`src/rtl/core/assert_macros.svh`:
```
// Assertion macros shared by the RTL in this folder.
`ifndef ASSERT_MACROS_SVH
`define ASSERT_MACROS_SVH

// Checked only while the block is out of reset.
`define PIDC_ASSERT(lbl, prop, msg) \
  lbl: assert property (@(posedge clk) disable iff (!rst_n) prop) else $error(msg);

// Checked on every clock edge, reset included.
`define PIDC_ASSERT_ALWAYS(lbl, prop, msg) \
  lbl: assert property (@(posedge clk) prop) else $error(msg);

`endif

```
`src/rtl/core/pidc_pkg.sv`:
```
// Constants, types and register indexes for the clamped PID controller.
`default_nettype none

package pidc_pkg;

  localparam int DATA_WIDTH_DEF = 16;
  localparam int ACC_WIDTH_DEF  = 48;

  localparam int GAIN_W  = 16;
  localparam int TSTEP_W = 16;

  // Shared multiplier: signed gain (or zero-extended time step) times a 33-bit operand.
  localparam int MUL_A_W = GAIN_W + 1;
  localparam int MUL_B_W = 33;
  localparam int MUL_P_W = MUL_A_W + MUL_B_W;

  // Wide operands are split into a 32-bit unsigned low chunk and a signed high chunk.
  localparam int CHUNK_W = 32;
  localparam int EXT_W   = 64;
  localparam int WIDE_W  = EXT_W + GAIN_W;
  localparam int SAT_W   = EXT_W + 2;

  localparam int P_SHIFT = 8;
  localparam int I_SHIFT = 24;
  localparam int D_SHIFT = 8;

  localparam int DERIV_W = 48;
  localparam logic signed [EXT_W-1:0] DERIV_LIM = (64'sd1 <<< (DERIV_W - 1)) - 64'sd1;

  localparam logic signed [GAIN_W-1:0] KP_RESET = 16'sd256;

  localparam int CFG_ADDR_W = 3;

  typedef enum logic [CFG_ADDR_W-1:0] {
    REG_KP_GAIN = 3'd0,
    REG_KI_GAIN = 3'd1,
    REG_KD_GAIN = 3'd2,
    REG_OUT_MIN = 3'd3,
    REG_OUT_MAX = 3'd4
  } reg_idx_t;

  typedef logic signed [MUL_A_W-1:0] mula_t;
  typedef logic signed [MUL_B_W-1:0] mulb_t;
  typedef logic signed [EXT_W-1:0]   ext_t;
  typedef logic signed [WIDE_W-1:0]  wide_t;
  typedef logic signed [SAT_W-1:0]   sat_t;

endpackage

`default_nettype wire

```
`src/rtl/core/pid_controller_clamped.sv`:
```
// Clamped fixed-point PID controller with a shared multiplier and a serial divider.
// An accepted input runs through S_DELTA, S_PTERM, S_ILO, S_IHI, S_ICLAMP, S_DIV, S_DSGN, S_DLO,
// S_DHI, S_SUM, S_SAT and S_FIN before out_valid; a clear or a zero time step goes straight to S_FIN.
// A new control step is accepted only back in S_IDLE (in_stall is high otherwise); the radix-2 divider
// retires one quotient bit per cycle over DATA_WIDTH + 17 bits, and S_FIN waits while out_stall holds.
// Reset (synchronous, rst_n low) clears the integral and last error and loads the default gains.
`default_nettype none

`include "assert_macros.svh"

module pid_controller_clamped #(
  parameter int DATA_WIDTH = pidc_pkg::DATA_WIDTH_DEF,
  parameter int ACC_WIDTH  = pidc_pkg::ACC_WIDTH_DEF
) (
  input  logic                                      clk,
  input  logic                                      rst_n,
  input  logic                                      in_valid,
  output logic                                      in_stall,
  input  logic                                      in_op,
  input  logic signed [DATA_WIDTH-1:0]              in_target,
  input  logic signed [DATA_WIDTH-1:0]              in_measured,
  input  logic [pidc_pkg::TSTEP_W-1:0]              in_time_step,
  output logic                                      out_valid,
  input  logic                                      out_stall,
  output logic signed [DATA_WIDTH-1:0]              out_drive,
  input  logic                                      cfg_valid,
  output logic                                      cfg_ready,
  input  logic [pidc_pkg::CFG_ADDR_W-1:0]           cfg_addr,
  input  logic [(DATA_WIDTH > 16 ? DATA_WIDTH : 16)-1:0] cfg_wdata
);

  localparam int NUM_W = DATA_WIDTH + 1 + pidc_pkg::TSTEP_W;
  localparam int CNT_W = $clog2(NUM_W + 1);

  localparam pidc_pkg::sat_t AMAX = (pidc_pkg::sat_t'(1) <<< (ACC_WIDTH - 1))
                                    - pidc_pkg::sat_t'(1);
  localparam pidc_pkg::sat_t AMIN = -AMAX - pidc_pkg::sat_t'(1);
  localparam pidc_pkg::wide_t DMAX = (pidc_pkg::wide_t'(1) <<< (DATA_WIDTH - 1))
                                     - pidc_pkg::wide_t'(1);
  localparam pidc_pkg::wide_t DMIN = -DMAX - pidc_pkg::wide_t'(1);

  typedef enum logic [12:0] {
    S_IDLE   = 13'b0000000000001,
    S_DELTA  = 13'b0000000000010,
    S_PTERM  = 13'b0000000000100,
    S_ILO    = 13'b0000000001000,
    S_IHI    = 13'b0000000010000,
    S_ICLAMP = 13'b0000000100000,
    S_DIV    = 13'b0000001000000,
    S_DSGN   = 13'b0000010000000,
    S_DLO    = 13'b0000100000000,
    S_DHI    = 13'b0001000000000,
    S_SUM    = 13'b0010000000000,
    S_SAT    = 13'b0100000000000,
    S_FIN    = 13'b1000000000000
  } state_t;

  state_t state_r, state_nxt;

  // Configuration registers
  logic signed [pidc_pkg::GAIN_W-1:0] kp_r, ki_r, kd_r;
  logic signed [DATA_WIDTH-1:0]       min_r, max_r;

  // Loop state
  logic signed [ACC_WIDTH-1:0]  integ_r, integ_nxt;
  logic signed [DATA_WIDTH:0]   last_err_r, last_err_nxt;

  // Working registers
  logic signed [DATA_WIDTH:0]         err_r, err_nxt;
  logic [pidc_pkg::TSTEP_W-1:0]       dt_r, dt_nxt;
  pidc_pkg::wide_t                    acc_r, acc_nxt;
  pidc_pkg::wide_t                    sum_r, sum_nxt;
  logic [pidc_pkg::TSTEP_W-1:0]       rem_r, rem_nxt;
  logic [NUM_W-1:0]                   quo_r, quo_nxt;
  logic                               neg_r, neg_nxt;
  logic [CNT_W-1:0]                   div_cnt_r, div_cnt_nxt;
  logic signed [pidc_pkg::DERIV_W-1:0] deriv_r, deriv_nxt;
  logic signed [DATA_WIDTH-1:0]       pre_r, pre_nxt;
  logic                               zero_r, zero_nxt;
  logic                               out_valid_r, out_valid_nxt;
  logic signed [DATA_WIDTH-1:0]       drive_r, drive_nxt;

  // Shared multiplier
  pidc_pkg::mula_t                     mul_a;
  pidc_pkg::mulb_t                     mul_b;
  logic signed [pidc_pkg::MUL_P_W-1:0] mul_p;
  pidc_pkg::wide_t                     mul_ext;
  pidc_pkg::wide_t                     mul_hi;

  pidc_pkg::ext_t integ_ext;
  pidc_pkg::ext_t deriv_ext;

  // Combinational helpers
  pidc_pkg::sat_t               isum_c;
  pidc_pkg::wide_t              ival_c;
  pidc_pkg::wide_t              iclamp_c;
  logic signed [DATA_WIDTH+1:0] diff_c;
  logic signed [DATA_WIDTH+1:0] mag_c;
  logic [pidc_pkg::TSTEP_W:0]   rsh_c;
  logic [pidc_pkg::TSTEP_W:0]   rdif_c;
  logic                         qbit_c;
  pidc_pkg::ext_t               qext_c;
  pidc_pkg::ext_t               qlim_c;
  logic signed [DATA_WIDTH-1:0] cap_c;
  logic signed [DATA_WIDTH-1:0] clamp_c;

  assign in_stall  = (state_r != S_IDLE);
  assign out_valid = out_valid_r;
  assign out_drive = drive_r;
  assign cfg_ready = 1'b1;

  assign integ_ext = pidc_pkg::ext_t'(integ_r);
  assign deriv_ext = pidc_pkg::ext_t'(deriv_r);

  // Operand selection for the shared multiplier.
  always_comb begin
    mul_a = '0;
    mul_b = '0;
    unique case (state_r)
      S_DELTA: begin
        mul_a = pidc_pkg::mula_t'({1'b0, dt_r});
        mul_b = pidc_pkg::mulb_t'(err_r);
      end
      S_PTERM: begin
        mul_a = pidc_pkg::mula_t'(kp_r);
        mul_b = pidc_pkg::mulb_t'(err_r);
      end
      S_ILO: begin
        mul_a = pidc_pkg::mula_t'(ki_r);
        mul_b = {1'b0, integ_ext[pidc_pkg::CHUNK_W-1:0]};
      end
      S_IHI: begin
        mul_a = pidc_pkg::mula_t'(ki_r);
        mul_b = pidc_pkg::mulb_t'($signed(integ_ext[pidc_pkg::EXT_W-1:pidc_pkg::CHUNK_W]));
      end
      S_DLO: begin
        mul_a = pidc_pkg::mula_t'(kd_r);
        mul_b = {1'b0, deriv_ext[pidc_pkg::CHUNK_W-1:0]};
      end
      S_DHI: begin
        mul_a = pidc_pkg::mula_t'(kd_r);
        mul_b = pidc_pkg::mulb_t'($signed(deriv_ext[pidc_pkg::EXT_W-1:pidc_pkg::CHUNK_W]));
      end
      default: begin
        mul_a = '0;
        mul_b = '0;
      end
    endcase
  end

  assign mul_p   = mul_a * mul_b;
  assign mul_ext = pidc_pkg::wide_t'(mul_p);
  assign mul_hi  = mul_ext <<< pidc_pkg::CHUNK_W;

  // Saturating integral update.
  assign isum_c = pidc_pkg::sat_t'(integ_r) + pidc_pkg::sat_t'(acc_r);

  // Integral term, clamped high limit first so crossed limits resolve as specified.
  assign ival_c = acc_r >>> pidc_pkg::I_SHIFT;
  always_comb begin
    if (ival_c > pidc_pkg::wide_t'(max_r)) begin
      iclamp_c = pidc_pkg::wide_t'(max_r);
    end else if (ival_c < pidc_pkg::wide_t'(min_r)) begin
      iclamp_c = pidc_pkg::wide_t'(min_r);
    end else begin
      iclamp_c = ival_c;
    end
  end

  // Divider set-up and one restoring step.
  assign diff_c = {err_r[DATA_WIDTH], err_r} - {last_err_r[DATA_WIDTH], last_err_r};
  assign mag_c  = diff_c[DATA_WIDTH+1] ? -diff_c : diff_c;
  assign rsh_c  = {rem_r, quo_r[NUM_W-1]};
  assign rdif_c = rsh_c - {1'b0, dt_r};
  assign qbit_c = (rsh_c >= {1'b0, dt_r});

  assign qext_c = pidc_pkg::ext_t'(quo_r);
  assign qlim_c = (qext_c > pidc_pkg::DERIV_LIM) ? pidc_pkg::DERIV_LIM : qext_c;

  // Output limits: min(out_max) first, then max(out_min).
  assign cap_c   = (pre_r > max_r) ? max_r : pre_r;
  assign clamp_c = (cap_c < min_r) ? min_r : cap_c;

  always_comb begin
    state_nxt     = state_r;
    integ_nxt     = integ_r;
    last_err_nxt  = last_err_r;
    err_nxt       = err_r;
    dt_nxt        = dt_r;
    acc_nxt       = acc_r;
    sum_nxt       = sum_r;
    rem_nxt       = rem_r;
    quo_nxt       = quo_r;
    neg_nxt       = neg_r;
    div_cnt_nxt   = div_cnt_r;
    deriv_nxt     = deriv_r;
    pre_nxt       = pre_r;
    zero_nxt      = zero_r;
    drive_nxt     = drive_r;
    out_valid_nxt = out_valid_r;

    if (out_valid_r && !out_stall) begin
      out_valid_nxt = 1'b0;
    end

    unique case (state_r)
      S_IDLE: begin
        if (in_valid) begin
          err_nxt = {in_target[DATA_WIDTH-1], in_target}
                    - {in_measured[DATA_WIDTH-1], in_measured};
          dt_nxt  = in_time_step;
          if (in_op) begin
            integ_nxt    = '0;
            last_err_nxt = '0;
            zero_nxt     = 1'b1;
            state_nxt    = S_FIN;
          end else if (in_time_step == '0) begin
            zero_nxt  = 1'b1;
            state_nxt = S_FIN;
          end else begin
            zero_nxt  = 1'b0;
            state_nxt = S_DELTA;
          end
        end
      end
      S_DELTA: begin
        acc_nxt   = mul_ext;
        state_nxt = S_PTERM;
      end
      S_PTERM: begin
        if (isum_c > AMAX) begin
          integ_nxt = AMAX[ACC_WIDTH-1:0];
        end else if (isum_c < AMIN) begin
          integ_nxt = AMIN[ACC_WIDTH-1:0];
        end else begin
          integ_nxt = isum_c[ACC_WIDTH-1:0];
        end
        acc_nxt   = mul_ext;
        state_nxt = S_ILO;
      end
      S_ILO: begin
        sum_nxt   = acc_r >>> pidc_pkg::P_SHIFT;
        acc_nxt   = mul_ext;
        state_nxt = S_IHI;
      end
      S_IHI: begin
        acc_nxt   = acc_r + mul_hi;
        state_nxt = S_ICLAMP;
      end
      S_ICLAMP: begin
        sum_nxt     = sum_r + iclamp_c;
        rem_nxt     = '0;
        quo_nxt     = {mag_c[DATA_WIDTH:0], {pidc_pkg::TSTEP_W{1'b0}}};
        neg_nxt     = diff_c[DATA_WIDTH+1];
        div_cnt_nxt = CNT_W'(NUM_W);
        state_nxt   = S_DIV;
      end
      S_DIV: begin
        rem_nxt     = qbit_c ? rdif_c[pidc_pkg::TSTEP_W-1:0] : rsh_c[pidc_pkg::TSTEP_W-1:0];
        quo_nxt     = {quo_r[NUM_W-2:0], qbit_c};
        div_cnt_nxt = div_cnt_r - CNT_W'(1);
        if (div_cnt_r == CNT_W'(1)) begin
          state_nxt = S_DSGN;
        end
      end
      S_DSGN: begin
        // Quotient truncates toward zero, so the sign goes on after the magnitude divide.
        deriv_nxt = neg_r ? -$signed(qlim_c[pidc_pkg::DERIV_W-1:0])
                          : $signed(qlim_c[pidc_pkg::DERIV_W-1:0]);
        state_nxt = S_DLO;
      end
      S_DLO: begin
        acc_nxt   = mul_ext;
        state_nxt = S_DHI;
      end
      S_DHI: begin
        acc_nxt   = acc_r + mul_hi;
        state_nxt = S_SUM;
      end
      S_SUM: begin
        sum_nxt   = sum_r + (acc_r >>> pidc_pkg::D_SHIFT);
        state_nxt = S_SAT;
      end
      S_SAT: begin
        if (sum_r > DMAX) begin
          pre_nxt = DMAX[DATA_WIDTH-1:0];
        end else if (sum_r < DMIN) begin
          pre_nxt = DMIN[DATA_WIDTH-1:0];
        end else begin
          pre_nxt = sum_r[DATA_WIDTH-1:0];
        end
        last_err_nxt = err_r;
        state_nxt    = S_FIN;
      end
      S_FIN: begin
        if (!out_valid_r || !out_stall) begin
          out_valid_nxt = 1'b1;
          drive_nxt     = zero_r ? '0 : clamp_c;
          state_nxt     = S_IDLE;
        end
      end
      default: begin
        state_nxt = S_IDLE;
      end
    endcase
  end

  always_ff @(posedge clk) begin
    if (!rst_n) begin
      state_r     <= S_IDLE;
      out_valid_r <= 1'b0;
      integ_r     <= '0;
      last_err_r  <= '0;
    end else begin
      state_r     <= state_nxt;
      out_valid_r <= out_valid_nxt;
      integ_r     <= integ_nxt;
      last_err_r  <= last_err_nxt;
    end
  end

  always_ff @(posedge clk) begin
    err_r     <= err_nxt;
    dt_r      <= dt_nxt;
    acc_r     <= acc_nxt;
    sum_r     <= sum_nxt;
    rem_r     <= rem_nxt;
    quo_r     <= quo_nxt;
    neg_r     <= neg_nxt;
    div_cnt_r <= div_cnt_nxt;
    deriv_r   <= deriv_nxt;
    pre_r     <= pre_nxt;
    zero_r    <= zero_nxt;
    drive_r   <= drive_nxt;
  end

  always_ff @(posedge clk) begin
    if (!rst_n) begin
      kp_r  <= pidc_pkg::KP_RESET;
      ki_r  <= '0;
      kd_r  <= '0;
      min_r <= {1'b1, {(DATA_WIDTH-1){1'b0}}};
      max_r <= {1'b0, {(DATA_WIDTH-1){1'b1}}};
    end else if (cfg_valid && cfg_ready) begin
      unique case (cfg_addr)
        pidc_pkg::REG_KP_GAIN: kp_r  <= cfg_wdata[pidc_pkg::GAIN_W-1:0];
        pidc_pkg::REG_KI_GAIN: ki_r  <= cfg_wdata[pidc_pkg::GAIN_W-1:0];
        pidc_pkg::REG_KD_GAIN: kd_r  <= cfg_wdata[pidc_pkg::GAIN_W-1:0];
        pidc_pkg::REG_OUT_MIN: min_r <= cfg_wdata[DATA_WIDTH-1:0];
        pidc_pkg::REG_OUT_MAX: max_r <= cfg_wdata[DATA_WIDTH-1:0];
        default: begin
        end
      endcase
    end
  end

  `PIDC_ASSERT_ALWAYS(a_reset_idle, !rst_n |=> (state_r == S_IDLE) && !out_valid_r, "sequencer not idle after reset")
  `PIDC_ASSERT(a_result_from_fin, $rose(out_valid_r) |-> $past(state_r == S_FIN), "result raised outside the final step")
  `PIDC_ASSERT(a_zero_path, in_valid && !in_stall && (in_op || (in_time_step == '0)) |=> zero_r && (state_r == S_FIN), "clear or zero time step did not take the zero path")
  `PIDC_ASSERT(a_div_count, (state_r == S_DIV) |-> (div_cnt_r != '0), "divider ran past its last quotient bit")
  `PIDC_ASSERT(a_drive_limits, (state_r == S_FIN) && !zero_r && (min_r <= max_r) |-> (clamp_c >= min_r) && (clamp_c <= max_r), "drive outside its limits")

endmodule

`default_nettype wire
```
`config.mk`:
```
export PLATFORM = sky130hd
export DESIGN_NAME = pid_controller_clamped
export DESIGN_NICKNAME = d
export VERILOG_FILES = /design/src/rtl/core/pidc_pkg.sv /design/src/rtl/core/pid_controller_clamped.sv
export VERILOG_INCLUDE_DIRS = /design/src /design/src/rtl/core
export SDC_FILE = /design/constraint.sdc
export NUM_CORES = 2
export LEC_CHECK = 0
export ABC_AREA = 0
export BUFFER_PORTS_ARGS = -buffer_cell sky130_fd_sc_hd__buf_2
export CORE_MARGIN = 2
export CORE_UTILIZATION = 30
export DETAILED_ROUTE_END_ITERATION = 7
export HOLD_SLACK_MARGIN = 0.05
export SETUP_SLACK_MARGIN = 0.4
export SYNTH_ARGS = -nofsm -noshare
export SYNTH_HDL_FRONTEND = slang
export SYNTH_SLANG_ARGS = --single-unit
export TNS_END_PERCENT = 1
```
`constraint.sdc`:
```
create_clock -name clk -period 11.66 [get_ports clk]
set_clock_uncertainty 0.15 [all_clocks]
set_input_delay 2.332 -clock clk [delete_from_list [all_inputs] [get_ports clk]]
set_output_delay 2.332 -clock clk [all_outputs]
set_load 0.02 [all_outputs]
```
Word level (Yosys, flattened, before mapping)
Cells that the tools add are included.
{"block": "word_totals", "regBits": 489, "in_bits": 73, "word_cells": 125}
{"block": "op_classes", "addsub": 10, "mul": 1, "n_lt_le_gt_ge": 10, "eq_ne": 23, "muxes": 34, "n_reduce_logical": 26}
{"operator": "2-to-1 mux 48 bit", "n": 5}
{"operator": "one-hot mux 80 bit (3 select lines)", "n": 1}
{"operator": "one-hot mux 13 bit (13 select lines)", "n": 1}
{"operator": "one-hot mux 33 bit (5 select lines)", "n": 1}
{"operator": "adder 80 bit", "n": 2}
{"operator": "2-to-1 mux 80 bit", "n": 2}
{"operator": "one-hot mux 80 bit (2 select lines)", "n": 1}
{"operator": "one-hot mux 48 bit (2 select lines)", "n": 1}
{"operator": "adder 80 x 72 -> 80 bit", "n": 1}
{"operator": "greater-than comparator 80 x 16 -> 1 bit, second input constant", "n": 1}
{"operator": "< comparator 80 x 16 -> 1 bit, second input constant", "n": 1}
{"operator": "one-hot mux 17 bit (4 select lines)", "n": 1}
{"operator": "adder 48 x 66 -> 66 bit", "n": 1}
{"operator": "greater-than comparator 66 x 48 -> 1 bit, second input constant", "n": 1}
{"operator": "< comparator 66 x 48 -> 1 bit, second input constant", "n": 1}
{"operator": "one-hot mux 33 bit (2 select lines)", "n": 1}
{"operator": "2-to-1 mux 13 bit", "n": 5}
{"operator": "2-to-1 mux 16 bit", "n": 4}
{"operator": "greater-than comparator 56 x 16 -> 1 bit", "n": 1}
{"operator": "< comparator 56 x 16 -> 1 bit", "n": 1}
{"operator": "2-to-1 mux 17 bit", "n": 3}
{"operator": "multiplier 17 x 33 -> 50 bit", "n": 1}
{"operator": "negator 47 -> 48 bit", "n": 1}
{"operator": "greater-than comparator 33 x 47 -> 1 bit, second input constant", "n": 1}
{"operator": "other kinds (43)", "n": 65}

Logic depth before layout (Yosys ltp)
{"block": "depth", "word_depth": 6, "mapped_depth": 49}

Least setup slack after synthesis
OpenSTA, ideal clock, no wires.
{"block": "synth_timing", "kind": "flip-flop to flip-flop", "start": "register state_r[2]", "end": "register acc_r[76], data pin", "t_arrival_ps": 10865, "t_required_ps": 11240, "path_slack_ps": 374, "path_stages_with_launch": 49, "n_path_buf": 4, "path_cell_list": "dfxtp_1 > clkbuf_1 > nor4_1 > nand2_1 > or4_1 > nor3b_1 > or2_2 > clkbuf_1 > buf_2 > a22o_1 > a221o_1 > clkbuf_1 > nand2_1 > fa_1 > inv_1 > fa_1 > inv_1 > fa_1 > (+13 left out) > nand2b_1 > a21o_1 > a21oi_1 > xnor2_1 > ha_1 > a21o_1 > a21oi_1 > and3_1 > and3_1 > o311ai_0 > a31oi_1 > o21ai_0 > a211o_1 > or4b_2 > a21boi_0 > nor2_1 > xor2_1 > o21ai_0"}
{"block": "synth_via", "elab_chain_cells": 6, "elab_cells_between_ends": 16}
{"item": "from (decl)", "line": "pid_controller_clamped.sv:58", "text": "state_t state_r, state_nxt;"}
{"item": "from (signal assigned)", "line": "pid_controller_clamped.sv:315", "text": "state_r <= state_nxt;"}
{"item": "equality test 13 x 3 -> 1 bit, or another cell as far along", "line": "pid_controller_clamped.sv:119, pid_controller_clamped.sv:206"}
{"item": "OR reduction 2 bit (no source line)"}
{"item": "one-hot mux 33 bit (5 select lines) / one-hot mux 17 bit (4 select lines) (equally long branches)", "line": "pid_controller_clamped.sv:119", "text": "unique case (state_r)"}
{"item": "multiplier 17 x 33 -> 50 bit", "line": "pid_controller_clamped.sv:151", "text": "assign mul_p = mul_a * mul_b;"}
{"item": "adder 80 bit", "line": "pid_controller_clamped.sv:247, pid_controller_clamped.sv:277"}
{"item": "one-hot mux 80 bit (2 select lines) (*)", "line": "pid_controller_clamped.sv:206", "text": "unique case (state_r)"}
{"item": "named net acc_nxt[76]", "line": "pid_controller_clamped.sv:71", "text": "pidc_pkg::wide_t acc_r, acc_nxt;"}
{"item": "to (signal assigned)", "line": "pid_controller_clamped.sv:325", "text": "acc_r <= acc_nxt;"}
{"item": "to (decl)", "line": "pid_controller_clamped.sv:71"}
The timed path passes the listed nets; every way through them passes the cells marked *.
A chain may end at the register's enable or synchronous reset.

Worst setup path after layout
{"block": "layout_timing", "start": "register state_r[5]", "end": "register acc_r[79], data pin"}
The elaborated chain is that of the path after synthesis.

==> flow_summary.toml <==
[outcome]
outcome = "finished, final reports clean"

[flow_run]
maxCapViolations = 0

[setup_path]
arrival_ns = 11.13
crit_type = "reg2reg"
cp_max_fo = 18
max_stage_delay_ns = 0.54
end_kind = "flip-flop"
reg2reg_setup_slack_ns = 0.78
crit_required_ns = 11.91
cpMostUsedCell = "fa_1"
critPathLaunchType = "flip-flop"
crit_slowest_cell = "fa_1"
worstRegToRegCells = 45

[timing]
tightestPinTransition_ns = 1.20
fmax_mhz = 91.9
hold_viol_final = 0
maxSlewViolCount = 0
fin_tns_setup_ns = 0
finalCriticalPeriod_ns = 10.88
relSlewSlack_pct = 19.8
rsz0062_at_grt = "false"
fin_crit_sh_pct = 93.3
setup_viol = 0

[synth]
synth_top_family_by_area = "adder cells"
ys_types = 87
synth_ff_type = "edfxtp_1"
yosysSeqAreaShare_pct = 22.9
synth-xor-area-share_pct = 4.68
synth_edf_count = 330
synth.area.mux_share_pct = 0.714
synthesis.area_mm2 = 0.0571
async_flop_share_pct = 0
yosysWarnings = 0
synthSimpleGateAreaFrac_pct = 16.5
netlist_instances = 6632
syn_avg_cell_area_um2 = 8.61
ys_ff_latch = 489
synthAdderAreaFrac_pct = 30.1
synth_fp_nets = 7753
synth_compound_area_share_pct = 18.2

[worst_hold_path]
hp-class = "reg2reg"
whs_path_depth = 2

[finish]
final_cell_mix = "nand2_1 (851), inv_1 (736), nor2_1 (595), fa_1 (540), ha_1 (502)"
nets = 7848
final_common_cell = "nand2_1"
drive_above_1_share_pct = 8.72
fillCellCount = 19600
area_delta_synth_final_pct = 11.9
post-route-util_pct = 33.7

[floorplanning]
die_area_mm2 = 0.194
placeableCoreArea_mm2 = 0.190
die_width_um = 440
fp-row-count = 160
initial_utilization_pct = 30.1
pin_count = 92
die_h_um = 440

[cts]
cts-root-buf = "clkbuf_16"
clock-sinks = 489
cts_max_level = 2
cts.path.max_buffers = 3
clk_pin_slew_worst_paths_ns = 0.06
clk_latency_ns = 0.69
tritoncts = "done"
cts_buffers = 55
hold_buffers = 0

[drt]
antenna_left = 0
dr.first_iter.drc_count = 4558
finalWirelength_mm = 204
drt-pass1-iter-count = 6
via_per_inst = 5.36
dr_total_vias = 49800
drc = 0
routedWlPerCell_um = 21.9

[pwr]
power.total_w = 0.00476
peakVddDrop_mv = 0.115
power_leakage_nw = 28.2
powerDensity_mw_per_mm2 = 74.5

[global_routing]
grt-ovfl-total = 0
grt_pass1_vias = 49200
track_usage_pct = 20.5
antenna_found_initial = 8
grt_start_max_net_pins = 80
grt_first_pass_wirelength_mm = 305

[placed_design]
gp_congestion = 0.969
io_buffers = 90
dp_hpwl_mm = 163
[stage by stage]
step | std cells | area, um2 | hold WS (ns) | worst slack [ns]
finish | 9292 | 63900 | 0.317 | 0.783
global route | 9285 | 63900 | 0.339 | 0.342
global placement | 9166 | 61500 | 0.303 | 0.195
CTS | 9270 | 63500 | 0.319 | 0.404
detailed placement | 9166 | 61500 | 0.310 | 0.0844
floorplan | 6632 | 57100 | 0.291 | 0.573
[cells by family (layout without fill, tap and decap cells)]
kind of cell	count (synthesis)	in the layout
xor+xnor	305	305
compound gates	1628	1628
buf+inv	1032	1172
fa+ha+maj	1048	1048
simple gates	2091	2093
flops	489	489
other cells	1	8
mux	38	38
[flip-flops by register name, summed over array words and instances, names as in the netlist]
register	cells
acc_r	80
sum_r	80
deriv_r	48
integ_r	48
quo_r	33
err_r	17
last_err_r	17
dt_r	16
kd_r	16
ki_r	16
kp_r	16
max_r	16
min_r	16
out_drive	16
pre_r	16
rem_r	16
state_r	13
div_cnt_r	6
neg_r	1
out_valid	1
zero_r	1
[cell usage after synthesis (13+ instances only)]
cell type,number,area (um2)
a21oi_1,469,2350
buf_2,13,65.1
o211ai_1,46,345
buf_1,14,52.6
nor2_1,601,2260
nand4_1,96,601
dfxtp_1,159,3180
and3_1,49,307
or3_1,21,131
edfxtp_1,330,9910
and2_1,71,444
a22o_1,14,123
or4_1,13,97.6
o31ai_1,29,218
o21ai_1,33,165
inv_1,737,2770
xor2_1,110,963
nand3_1,88,440
a21o_1,175,1310
a21boi_0,97,728
mux2i_1,16,160
or2_2,20,125
o21ai_0,346,1730
a221o_1,39,390
nor3_1,61,305
clkbuf_1,261,980
nand2_1,856,3210
a211oi_1,51,383
nor3b_1,15,113
o31a_1,15,131
a31oi_1,35,219
o21a_1,52,390
ha_1,506,6330
o21bai_1,41,308
a221oi_1,47,412
mux2_2,22,248
fa_1,542,10900
nand2b_1,62,388
a22oi_1,29,218
xnor2_1,195,1710
nor2b_1,47,294
nor4_1,48,300
[where the power goes]
group / switching (W) / leakage, nW / internal [W]
Sequential: 0.0000686 / 4.36 / 0.00189
Clock: 0.000847 / 0.917 / 0.00104
Combinational: 0.000567 / 22.9 / 0.000347
[per-layer routing]
| layer | routed length, um | GRT usage [%] | share of wire (%) | vias to the layer above |
|---|---|---|---|---|
| met5 | 39 | 0 | 0.019 | - |
| met4 | 9860 | 8.73 | 4.8 | 6 |
| met3 | 16500 | 4.05 | 8.1 | 442 |
| met2 | 89700 | 32.2 | 44 | 1937 |
| met1 | 87500 | 27.4 | 43 | 24400 |
| li1 | - | - | - | 23000 |
[cell type report]
cell class	count	area [um2]	share of cell area (%)
diodes	7	17.5	0.0274
clock buffers	62	1430	2.24
clock inverters	42	479	0.750
inverters	737	2770	4.33
multi-input cells	5113	40700	63.6
flip-flops and latches	489	13100	20.5
well taps	2511	3140	4.92
repair buffers	331	2300	3.60
[critical path, delay by kind of cell, from the launching register on]
family,cells,cell delay [ns]
fa+ha+maj,8,3.41
compound gates,16,2.95
simple gates,11,2.14
buf+inv,8,1.05
flops,1,0.50
xor+xnor,2,0.36
[path summary, 6_finish.rpt]
path / end / start
worst min-delay path: kd_r[15]$_SDFFE_PN0P_ / kd_r[15]$_SDFFE_PN0P_
worst max register to register: acc_r[79]$_DFFE_PP_ / state_r[5]$_SDFFE_PN0P_
worst max-delay path: acc_r[79]$_DFFE_PP_ / state_r[5]$_SDFFE_PN0P_
worst min register to register: kd_r[15]$_SDFFE_PN0P_ / kd_r[15]$_SDFFE_PN0P_
[timing repair]
action	4_1_cts	5_1_grt
gates cloned	0	3
gates resized for setup	9	77
endpoints found under the setup margin	5	15
pin swaps	0	17
buffers inserted	0	12
(Power assumes the default switching activity.)
